===== src/sv/quaternion_to_euler_angles_core_assert.svh =====
// Assertion macros shared by the quaternion-to-Euler RTL.
// Depends on nothing; included by files that carry concurrent checks.
`ifndef QUATERNION_TO_EULER_ANGLES_CORE_ASSERT_SVH
`define QUATERNION_TO_EULER_ANGLES_CORE_ASSERT_SVH

// Same-cycle implication check.
`define Q2E_ASSERT_IMP(lbl, clk, rst, ante, cons, msg) \
   lbl: assert property (@(posedge clk) disable iff (rst) (ante) |-> (cons)) \
      else $error(msg);

// Next-cycle implication check.
`define Q2E_ASSERT_NXT(lbl, clk, rst, ante, cons, msg) \
   lbl: assert property (@(posedge clk) disable iff (rst) (ante) |=> (cons)) \
      else $error(msg);

`endif


===== src/sv/q2e_pkg.sv =====
// Shared types and constants of the quaternion-to-Euler core.
// No dependencies; used by the cell modules and the top level.
package q2e_pkg;

   localparam int CW         = 38;   // CORDIC x/y width
   localparam int ZW         = 28;   // angle accumulator width, degrees * 2^16
   localparam int NW         = 63;   // square root radicand width
   localparam int SQRT_STEPS = 32;
   localparam int SW         = 34;   // width of the atan2 arguments
   localparam int MAX_TABLE  = 24;
   localparam int PITCH_LIM  = 11520;
   localparam int ANGLE_LIM  = 23040;
   localparam logic signed [ZW-1:0] QUARTER_TURN = ZW'(90 * 65536);

   localparam logic signed [ZW-1:0] ATAN_DEG16 [MAX_TABLE] = '{
      ZW'(2949120), ZW'(1740967), ZW'(919879), ZW'(466945), ZW'(234379),
      ZW'(117304), ZW'(58666), ZW'(29335), ZW'(14668), ZW'(7334), ZW'(3667),
      ZW'(1833), ZW'(917), ZW'(458), ZW'(229), ZW'(115), ZW'(57), ZW'(29),
      ZW'(14), ZW'(7), ZW'(4), ZW'(2), ZW'(1), ZW'(0)
   };

   typedef struct packed {
      logic signed [CW-1:0] x;
      logic signed [CW-1:0] y;
      logic signed [ZW-1:0] z;
      logic                 zero;
   } cordic_vec_type;

   typedef struct packed {
      logic [NW-1:0] n;
      logic [NW-1:0] r;
   } sqrt_lane_type;

   typedef struct packed {
      logic signed [SW-1:0] roll_y;
      logic signed [SW-1:0] roll_x;
      logic signed [SW-1:0] yaw_y;
      logic signed [SW-1:0] yaw_x;
      logic signed [31:0]   asin_arg;
      logic                 clamped;
   } side_type;

endpackage


===== src/sv/q2e_sqrt_cell.sv =====
// One step of the pipelined integer square root, one result bit per cell.
// Depends on q2e_pkg.
module q2e_sqrt_cell #(
   parameter int STEP = 0
) (
   input  logic                    clock,
   input  logic                    reset,
   input  logic                    adv,
   input  logic                    in_valid,
   input  q2e_pkg::sqrt_lane_type  in_lane,
   input  q2e_pkg::side_type       in_side,
   output logic                    out_valid,
   output q2e_pkg::sqrt_lane_type  out_lane,
   output q2e_pkg::side_type       out_side
);
   localparam logic [q2e_pkg::NW-1:0] BIT = q2e_pkg::NW'(1) << (62 - 2 * STEP);

   logic                   valid_ff;
   q2e_pkg::sqrt_lane_type lane_ff, lane_in;
   q2e_pkg::side_type      side_ff;
   logic [q2e_pkg::NW-1:0] trial;

   always_comb begin
      trial   = in_lane.r + BIT;
      lane_in = in_lane;
      if (in_lane.n >= trial) begin
         lane_in.n = in_lane.n - trial;
         lane_in.r = (in_lane.r >> 1) + BIT;
      end else begin
         lane_in.r = in_lane.r >> 1;
      end
   end

   always_ff @(posedge clock) begin
      if (reset) begin
         valid_ff <= 1'b0;
      end else if (adv) begin
         valid_ff <= in_valid;
      end
   end

   always_ff @(posedge clock) begin
      if (adv) begin
         lane_ff <= lane_in;
         side_ff <= in_side;
      end
   end

   assign out_valid = valid_ff;
   assign out_lane  = lane_ff;
   assign out_side  = side_ff;
endmodule


===== config.mk =====
export PLATFORM = sky130hd
export DESIGN_NAME = q2e_sqrt_cell
export DESIGN_NICKNAME = d
export VERILOG_FILES = /design/src/sv/quaternion_to_euler_angles_core_assert.svh /design/src/sv/q2e_pkg.sv /design/src/sv/q2e_sqrt_cell.sv
export SDC_FILE = /design/constraint.sdc
export NUM_CORES = 1
export LEC_CHECK = 0
export ABC_AREA = 1
export BUFFER_PORTS_ARGS = -buffer_cell sky130_fd_sc_hd__buf_2
export CORE_AREA = 10 10 222 224
export DETAILED_ROUTE_END_ITERATION = 10
export DIE_AREA = 0 0 232 234
export PLACE_DENSITY = 0.75
export SKIP_CTS_REPAIR_TIMING = 1
export SYNTH_ARGS = -nofsm -noshare
export SYNTH_HDL_FRONTEND = slang
export SYNTH_SLANG_ARGS = --single-unit

===== constraint.sdc =====
create_clock -name clock -period 1.72 [get_ports clock]
set_input_delay 0.086 -clock clock [delete_from_list [all_inputs] [get_ports clock]]
set_output_delay 0.086 -clock clock [all_outputs]
set_load 0.02 [all_outputs]

==> run metrics <==
WL/cell 23.4 microns; final core utilization 61.7%; failing checks hold timing; Synth Area in XOR/XNOR 1.63%; Final Setup Violations 0; worst reg2reg path startpoint out_valid; fraction of layout instances using a drive strength above 1 40.5%; CTS tree built; synthesis warning total 0; Post-Layout Cell Count 3,717; Simple-Gate Fraction of Synth Area 26.3%; Layout fillers 3,820; Area contributors post-synth edfxtp_1 (55%), nand2_1 (16%), inv_1 (9.1%); Req. time, crit path 2140 ps; CP endpoint kind register; critical path type primary input to register; Iter 0 DRT Violations 1,339; top cell type's share of synthesized area 55.0%; GPL Wtd Cong 0.981; Antenna Nets Post-Route 0; Worst Tran Pin Value 439 ps; combinational family with the most area after synthesis simple AND/OR/NAND/NOR gates; CP Cell Sequence buf_2, inv_1, ha_4, nand2_4, nor2_4, inv_2, nor2_4, nand2_4, nor2_4, nand4_1, nand3_4, buf_6, nand3_2, nand2_1; status finished, violations left; die area 54,300 sq um; RSZ-0062 raised after global routing yes; crit-path max cell delay 320 ps; synthesized cell area 16,100 sq um; critical path peak fanout 12; Pwr Density 840 nW/um^2; DRC errors left 0; Gate Count Post-Synth 1,860; area grow syn2layout 71.9%; RR Endpoint out_valid; core area 44,900 sq um; Rows 78; WP depth 14; H-tree levels 2; Total Wirelength 87.1 mm; Worst Skew 0 ps; DP HPWL 68.4 mm; Leak 0.0139 uW; Top delay family on crit path simple AND/OR/NAND/NOR gates; Async SR Flop Fraction 0%; most used cell, CP nor2_4; Clock Latency Late Sink 550 ps; setup TNS 0 ps; Starting Density 35.9%; via count 17,856; number of global-route vias before repair 16,206; depth of the worst hold-timing path 4; CTS Sinks 296; max-slew violation count 0; post-synthesis compound-gate area fraction 1.44%; leading cell type in the layout, fill and taps excluded nand2_1; Max stage delay cell, worst path ha_4; Hold EP out_lane[75]; Worst setup SP type primary input; final period utilization 97.5%; Reg2Reg Setup Slack 560 ps; R2R cell count 3; relative slew slack 70.4%; sequential area share after synthesis 55.1%; Remaining Overflow, GRT 0; Arrival @ worst endpoint 2090 ps; TritonCTS Buffers 34; first-pass GRT wire length 113 mm; CTS Root Cell clkbuf_16; DR vias/cell 4.80; synth unique cells 32; Post-synth EDFFs 295; ys flop type edfxtp_1; largest net degree at the start of global routing 53; GRT Total Usage 28.7%; cell area after layout 27,700 sq um; peak supply drop 0.000686 V; WP buf/inv 4; Mapped Avg Cell Area 8.66 sq um; Die X 232 microns; Fin. Hold Viols 7; Synth Area in Adders 5.09%; mux contribution to synthesized area 0.0621%; I/O pin count 595; nets@finish 3,449; max-cap viol count 0; Clock Pin Slew Worst Setup and Hold Paths 60 ps; area post-placement 22,800 sq um; WHS -21.8 ps; Period minus WS final 1680 ps; Syn Nets 2,224; Min-Delay Path Class primary input to register; Clock Path Buffers 3; HP Start in_lane[75]; Inst Count DP 3,345; antenna violations before repair 17; Fmax 0.596 GHz; Die Height 234 microns; commonest non-fill, non-tap cells in the layout nand2_1 (600), buf_2 (585), inv_1 (355); cell taking the most area after synthesis edfxtp_1; Port Buffer Count 594; first-pass iteration count of the detailed router 9; synthesized flop and latch total 296
-- registers in the layout (all words and copies together), names as in the netlist --
name / flops
out_lane: 126
out_side: 169
out_valid: 1
-- routing by layer --
layer / wire length, microns / global-route usage, %
met3: 6580 / 7.69
met1: 33700 / 34.3
met2: 43400 / 50.7
met5: 143 / 0
met4: 3230 / 6.35
-- cells in the mapped netlist, types with 10 or more instances --
cell type,number
nor2_2,13
ha_1,64
nand2_1,677
inv_1,389
nand4_1,18
edfxtp_1,295
nand3_1,142
nor3_1,10
a21oi_1,39
xor2_1,30
nand2_2,13
nand3_2,14
nor2_1,101
-- cells by family after synthesis --
kind of cell             Yosys count
flip-flops                       296
AND/OR/NAND/NOR                 1007
XOR/XNOR                          30
AO/OA/AOI/OAI                     46
adder cells (fa/ha/maj)           65
buffers and inverters            415
multiplexers                       1
-- stage by stage --
stage,worst slack [ps],total power (uW),hold slack [ps]
final,42.5,23300,-21.8
after global routing,-29.1,24200,-0.886
after CTS,-107,22300,-323
after detailed placement,-673,15300,255
after global placement,-678,15200,246
after floorplan,-45.0,12100,158
-- worst max path at each step --
stage | slack (ps) | end | from
3_5_place_dp | -670 | out_lane[98] | in_lane[23]
2_1_floorplan | -40 | out_lane[116] | in_lane[32]
4_1_cts | -110 | out_lane[98] | in_lane[23]
5_1_grt | -30 | out_lane[74] | in_lane[18]
3_3_place_gp | -680 | out_lane[124] | in_lane[23]
6_report | 40 | out_lane[115] | in_lane[47]
-- layout make-up --
cell class	instances	area [sq um]	area share (%)
Antenna cell	6	15.0	0.0542
Clock inverter	19	136	0.492
Timing Repair Buffer	1208	8580	31.0
Clock buffer	43	906	3.27
Sequential cell	296	8880	32.1
Inverter	396	1500	5.40
Tap cell	600	751	2.71
Multi-Input combinational cell	1149	6940	25.0
-- power by group --
| part | switching [uW] | internal, uW | total [uW] |
|---|---|---|---|
| combinational | 4250 | 2980 | 7230 |
| sequential | 266 | 8740 | 9010 |
| clock | 3130 | 3910 | 7040 |
| total | 7650 | 15600 | 23300 |
-- tightest hold or removal path, delay by kind of cell --
kind	cells	cell delay (ps)
buf+inv	2	210
simple gates	2	130
Power figures use the tool's default switching activity.
