## src/sv/quaternion_to_euler_angles_core_assert.svh

```systemverilog
// Assertion macros shared by the quaternion-to-Euler RTL.
// Depends on nothing; included by files that carry concurrent checks.
`ifndef QUATERNION_TO_EULER_ANGLES_CORE_ASSERT_SVH
`define QUATERNION_TO_EULER_ANGLES_CORE_ASSERT_SVH

// Same-cycle implication check.
`define Q2E_ASSERT_IMP(lbl, clk, rst, ante, cons, msg) \
   lbl: assert property (@(posedge clk) disable iff (rst) (ante) |-> (cons)) \
      else $error(msg);

// Next-cycle implication check.
`define Q2E_ASSERT_NXT(lbl, clk, rst, ante, cons, msg) \
   lbl: assert property (@(posedge clk) disable iff (rst) (ante) |=> (cons)) \
      else $error(msg);

`endif

```

## src/sv/q2e_pkg.sv

```systemverilog
// Shared types and constants of the quaternion-to-Euler core.
// No dependencies; used by the cell modules and the top level.
package q2e_pkg;

   localparam int CW         = 38;   // CORDIC x/y width
   localparam int ZW         = 28;   // angle accumulator width, degrees * 2^16
   localparam int NW         = 63;   // square root radicand width
   localparam int SQRT_STEPS = 32;
   localparam int SW         = 34;   // width of the atan2 arguments
   localparam int MAX_TABLE  = 24;
   localparam int PITCH_LIM  = 11520;
   localparam int ANGLE_LIM  = 23040;
   localparam logic signed [ZW-1:0] QUARTER_TURN = ZW'(90 * 65536);

   localparam logic signed [ZW-1:0] ATAN_DEG16 [MAX_TABLE] = '{
      ZW'(2949120), ZW'(1740967), ZW'(919879), ZW'(466945), ZW'(234379),
      ZW'(117304), ZW'(58666), ZW'(29335), ZW'(14668), ZW'(7334), ZW'(3667),
      ZW'(1833), ZW'(917), ZW'(458), ZW'(229), ZW'(115), ZW'(57), ZW'(29),
      ZW'(14), ZW'(7), ZW'(4), ZW'(2), ZW'(1), ZW'(0)
   };

   typedef struct packed {
      logic signed [CW-1:0] x;
      logic signed [CW-1:0] y;
      logic signed [ZW-1:0] z;
      logic                 zero;
   } cordic_vec_type;

   typedef struct packed {
      logic [NW-1:0] n;
      logic [NW-1:0] r;
   } sqrt_lane_type;

   typedef struct packed {
      logic signed [SW-1:0] roll_y;
      logic signed [SW-1:0] roll_x;
      logic signed [SW-1:0] yaw_y;
      logic signed [SW-1:0] yaw_x;
      logic signed [31:0]   asin_arg;
      logic                 clamped;
   } side_type;

endpackage

```

## src/sv/q2e_cordic_cell.sv

```systemverilog
// One vectoring CORDIC iteration for the pitch, roll and yaw lanes.
// Depends on q2e_pkg.
module q2e_cordic_cell #(
   parameter int STAGE = 0
) (
   input  logic                         clock,
   input  logic                         reset,
   input  logic                         adv,
   input  logic                         in_valid,
   input  logic                         in_tag,
   input  q2e_pkg::cordic_vec_type [2:0] in_vec,
   output logic                         out_valid,
   output logic                         out_tag,
   output q2e_pkg::cordic_vec_type [2:0] out_vec
);
   logic                          valid_ff;
   logic                          tag_ff;
   q2e_pkg::cordic_vec_type [2:0] vec_ff, vec_in;

   always_comb begin
      for (int k = 0; k < 3; k++) begin
         vec_in[k] = in_vec[k];
         if (in_vec[k].y > 0) begin
            vec_in[k].x = in_vec[k].x + (in_vec[k].y >>> STAGE);
            vec_in[k].y = in_vec[k].y - (in_vec[k].x >>> STAGE);
            vec_in[k].z = in_vec[k].z + q2e_pkg::ATAN_DEG16[STAGE];
         end else begin
            vec_in[k].x = in_vec[k].x - (in_vec[k].y >>> STAGE);
            vec_in[k].y = in_vec[k].y + (in_vec[k].x >>> STAGE);
            vec_in[k].z = in_vec[k].z - q2e_pkg::ATAN_DEG16[STAGE];
         end
      end
   end

   always_ff @(posedge clock) begin
      if (reset) begin
         valid_ff <= 1'b0;
      end else if (adv) begin
         valid_ff <= in_valid;
      end
   end

   always_ff @(posedge clock) begin
      if (adv) begin
         vec_ff <= vec_in;
         tag_ff <= in_tag;
      end
   end

   assign out_valid = valid_ff;
   assign out_tag   = tag_ff;
   assign out_vec   = vec_ff;
endmodule
```

## config.mk

```make
export PLATFORM = sky130hd
export DESIGN_NAME = q2e_cordic_cell
export DESIGN_NICKNAME = d
export VERILOG_FILES = /design/src/sv/quaternion_to_euler_angles_core_assert.svh /design/src/sv/q2e_pkg.sv /design/src/sv/q2e_cordic_cell.sv
export SDC_FILE = /design/constraint.sdc
export NUM_CORES = 1
export LEC_CHECK = 0
export ABC_AREA = 1
export BUFFER_PORTS_ARGS = -buffer_cell sky130_fd_sc_hd__buf_2
export CORE_UTILIZATION = 45
export DETAILED_ROUTE_END_ITERATION = 8
export PLACE_DENSITY = 0.66
export SLEW_MARGIN = 5
export SYNTH_ARGS = -nofsm -noshare
export SYNTH_HDL_FRONTEND = slang
export SYNTH_SLANG_ARGS = --single-unit
export TNS_END_PERCENT = 5
```

## constraint.sdc

```tcl
create_clock -name clock -period 5.9 [get_ports clock]
set_input_delay 0.885 -clock clock [delete_from_list [all_inputs] [get_ports clock]]
set_output_delay 0.885 -clock clock [all_outputs]
set_load 0.005 [all_outputs]
```

==> impl_metrics.toml <==
[run_status]
status = "complete, no violations"

[logic_synthesis]
synth_nets = 6347
synth_area_leaders = "edfxtp_1 26%, nand2_1 18%, ha_1 12%, inv_1 8.8%, nand3_1 6.9%"
async_flop_share_pct = 0
ys_warn_count = 0
synth-edff-count = 313
ys_ff_latch = 314
seq_area_frac_synth_pct = 25.8
synthDistinctLibCells = 57
yosysTopAreaCell = "edfxtp_1"
synth_cells = 5652
netlist_area_sq_mm = 0.0365
ys.flop_type = "edfxtp_1"
avgSynthCellArea_sq_um = 6.46
synth_top_area_share_pct = 25.8

[grt]
grt_pass1_vias = 37716
overflow = 0
grt_pass1_wl_mm = 233
busiest_layer = "met2"
use_met3_pct = 6.53
grt_max_degree = 97
grt_use_met1_pct = 45.7
grt_antenna_before_repair = 24
grt_use_met2_pct = 63.6
track_usage_pct = 37.8

[pwr]
power_density_mw_per_mm2 = 217
leakage_nw = 21.5
vdd_ir_drop_max_uv = 235

[cts]
insertion_delay_ns = 0.56
clock_sinks = 314
clk_pin_slew_ns = 0.06
cts-root-buf = "clkbuf_16"
cts_made_buffers = 38
hold_buffers = 0
cts_max_path_buffers = 3
post_cts_buffers = 0
cts_max_level = 2
cts_tree = "yes"
cts_resized = 0

[place]
place.gp.congestion = 1.08
dp_cells = 7211
port-buffer-count = 636
hpwl_mm = 137
pre_cts_ws_ns = 1.55

[cells_and_area]
stdcell_count = 7288
register_area_sq_mm = 0.00942
n_fill_cell = 8422
areaGrowthSynthToFinish_pct = 13.4
final_util_pct = 51.4
nets = 6886
multi_input_area_sq_mm = 0.0229
layout-drive-gt1-share_pct = 12.5

[timing]
fin_ws_ns = 1.99
final_max_slew_viol_count = 0
finalHoldViolations = 0
min_period_ns = 3.91
setup_viol = 0
skew_ns = 0
rsz0062_at_grt = "false"
tightest_slew_ns = 0.897
fmax_ghz = 0.256
tns_ns = 0
period_share_pct = 66.3
maxSlewHeadroom_pct = 39.6

[critical_path]
worstPathCellList = "buf_2 -> inv_1 -> nand4_1 -> nor4_1 -> nand3_1 -> nand2_2 -> buf_4 -> ha_1 -> a21oi_1 -> o21ai_0 -> a21oi_1 -> o31ai_1 -> nand3_1 -> nand2_1"
crit_arrival_ns = 4.24
critPathKind = "input port to flip-flop"
crit_fanout = 45
r2r-end = "out_valid"
rr_startpoint = "out_valid"
reg2regPathDepth = 2
reg2reg_slack_ns = 5.31
path_depth = 14
critPathTopFamily = "simple AND/OR/NAND/NOR gates"
cp_slowest_cell = "nor4_1"
max_stage_delay_ns = 0.69
end_kind = "flip-flop"
cp-start-kind = "input port"
cp.buffers_inverters = 3
crit_required_ns = 6.23

[route]
drt-wirelength-per-cell_um = 22.1
drt-total-wl_mm = 161
first_pass_iters = 7
drc = 0
viasPerCell = 5.49
ant_nets = 0
drt_iter0_drc = 3873
vias = 40038

[job]
drv_cap = 0

[floorplan]
die-height_um = 287
die_w_um = 287
io-pin-count = 637
die-area_sq_mm = 0.0822
core_sq_mm = 0.0804
initial_core_util_pct = 45.4
rows = 104

[worst_hold_path]
min_path_type = "input port to flip-flop"
hold_depth = 2
hp-start = "reset"
hold_path_end = "out_valid"
## Yosys cell counts, types with 13 or more instances
cell type  number
nor2_2         23
clkbuf_1       16
ha_1          363
o21bai_1       65
o21ai_1        21
nand2_1      1737
o21ai_0       303
o21a_1         13
buf_2          40
buf_4          69
nor2_1        525
xor2_1        134
edfxtp_1      313
nand4_1        44
inv_1         858
nor3_1         46
nand3_1       501
a21oi_1       399
nand3b_1       16
## how the worst max path moves through the flow
stage,slack [ns],startpoint,endpoint
6_report,1.99,in_vec[261],out_vec[238]
2_1_floorplan,2.54,in_vec[240],out_vec[236]
3_5_place_dp,1.55,in_vec[261],out_vec[238]
5_1_grt,1.78,in_vec[261],out_vec[238]
3_3_place_gp,1.55,in_vec[262],out_vec[238]
4_1_cts,2.16,in_vec[261],out_vec[238]
## cell families after synthesis
group,after synthesis,share of synthesized area [%]
XOR/XNOR,144,3.46
buffers and inverters,1016,11.5
AO/OA/AOI/OAI,855,12.7
adder cells (fa/ha/maj),375,13.1
AND/OR/NAND/NOR,2947,33.4
flip-flops,314,25.8
multiplexers,1,0.0274
## layer usage
layer / share of wire [%] / wire length [um]
met2: 46 / 74800
met3: 8.5 / 13800
met5: 0.060 / 96
met1: 39 / 62700
met4: 6.0 / 9740
## metrics by stage
stage	total power [mW]	cell area (sq um)	hold slack, ns
detailed placement	6.64	40200	0.558
CTS	8.95	41300	0.456
floorplan	5.11	36500	0.485
finish	8.99	41400	0.480
global placement	6.64	40200	0.478
global route	9.43	41400	0.470
## registers in the layout (all words and copies together) (netlist names)
signal / cells
out_tag: 1
out_valid: 1
out_vec: 312
## placed cells by master, fill, tap and decap left out, types with 11 or more instances in the layout
cell type  instances
nand2_1         1737
inv_1            857
buf_2            635
nor2_1           524
nand3_1          501
a21oi_1          399
ha_1             363
edfxtp_1         313
o21ai_0          303
xor2_1           134
o21bai_1          65
nor3_1            46
nand4_1           44
clkbuf_16         39
nor2_2            23
o21ai_1           21
nand3b_1          16
o21a_1            13
a31oi_1           12
fa_1              12
a21boi_0          11
and2_1            11
clkinv_1          11
## power by group
| part | total (mW) | internal [mW] | switching, mW | leakage (nW) |
|---|---|---|---|---|
| Sequential | 2.97 | 2.85 | 0.112 | 3.07 |
| Combinational | 3.74 | 1.14 | 2.60 | 17.9 |
| Clock | 2.28 | 1.30 | 0.987 | 0.564 |
## cell type report
cell class	count	share of cell area, %
Tap cell	1060	3.21
Timing Repair Buffer	647	7.98
Multi-Input combinational cell	4322	55.3
Inverter	868	7.88
Clock buffer	46	2.42
Antenna cell	10	0.0605
Clock inverter	21	0.399
Sequential cell	314	22.8
## worst reg2reg max path, stage by stage, from the launching register on
cell     delay (ns)
dfxtp_1        0.31
mux2i_1        0.12
nor2_1         0.05
No activity file was read; power rests on OpenSTA's default activity.
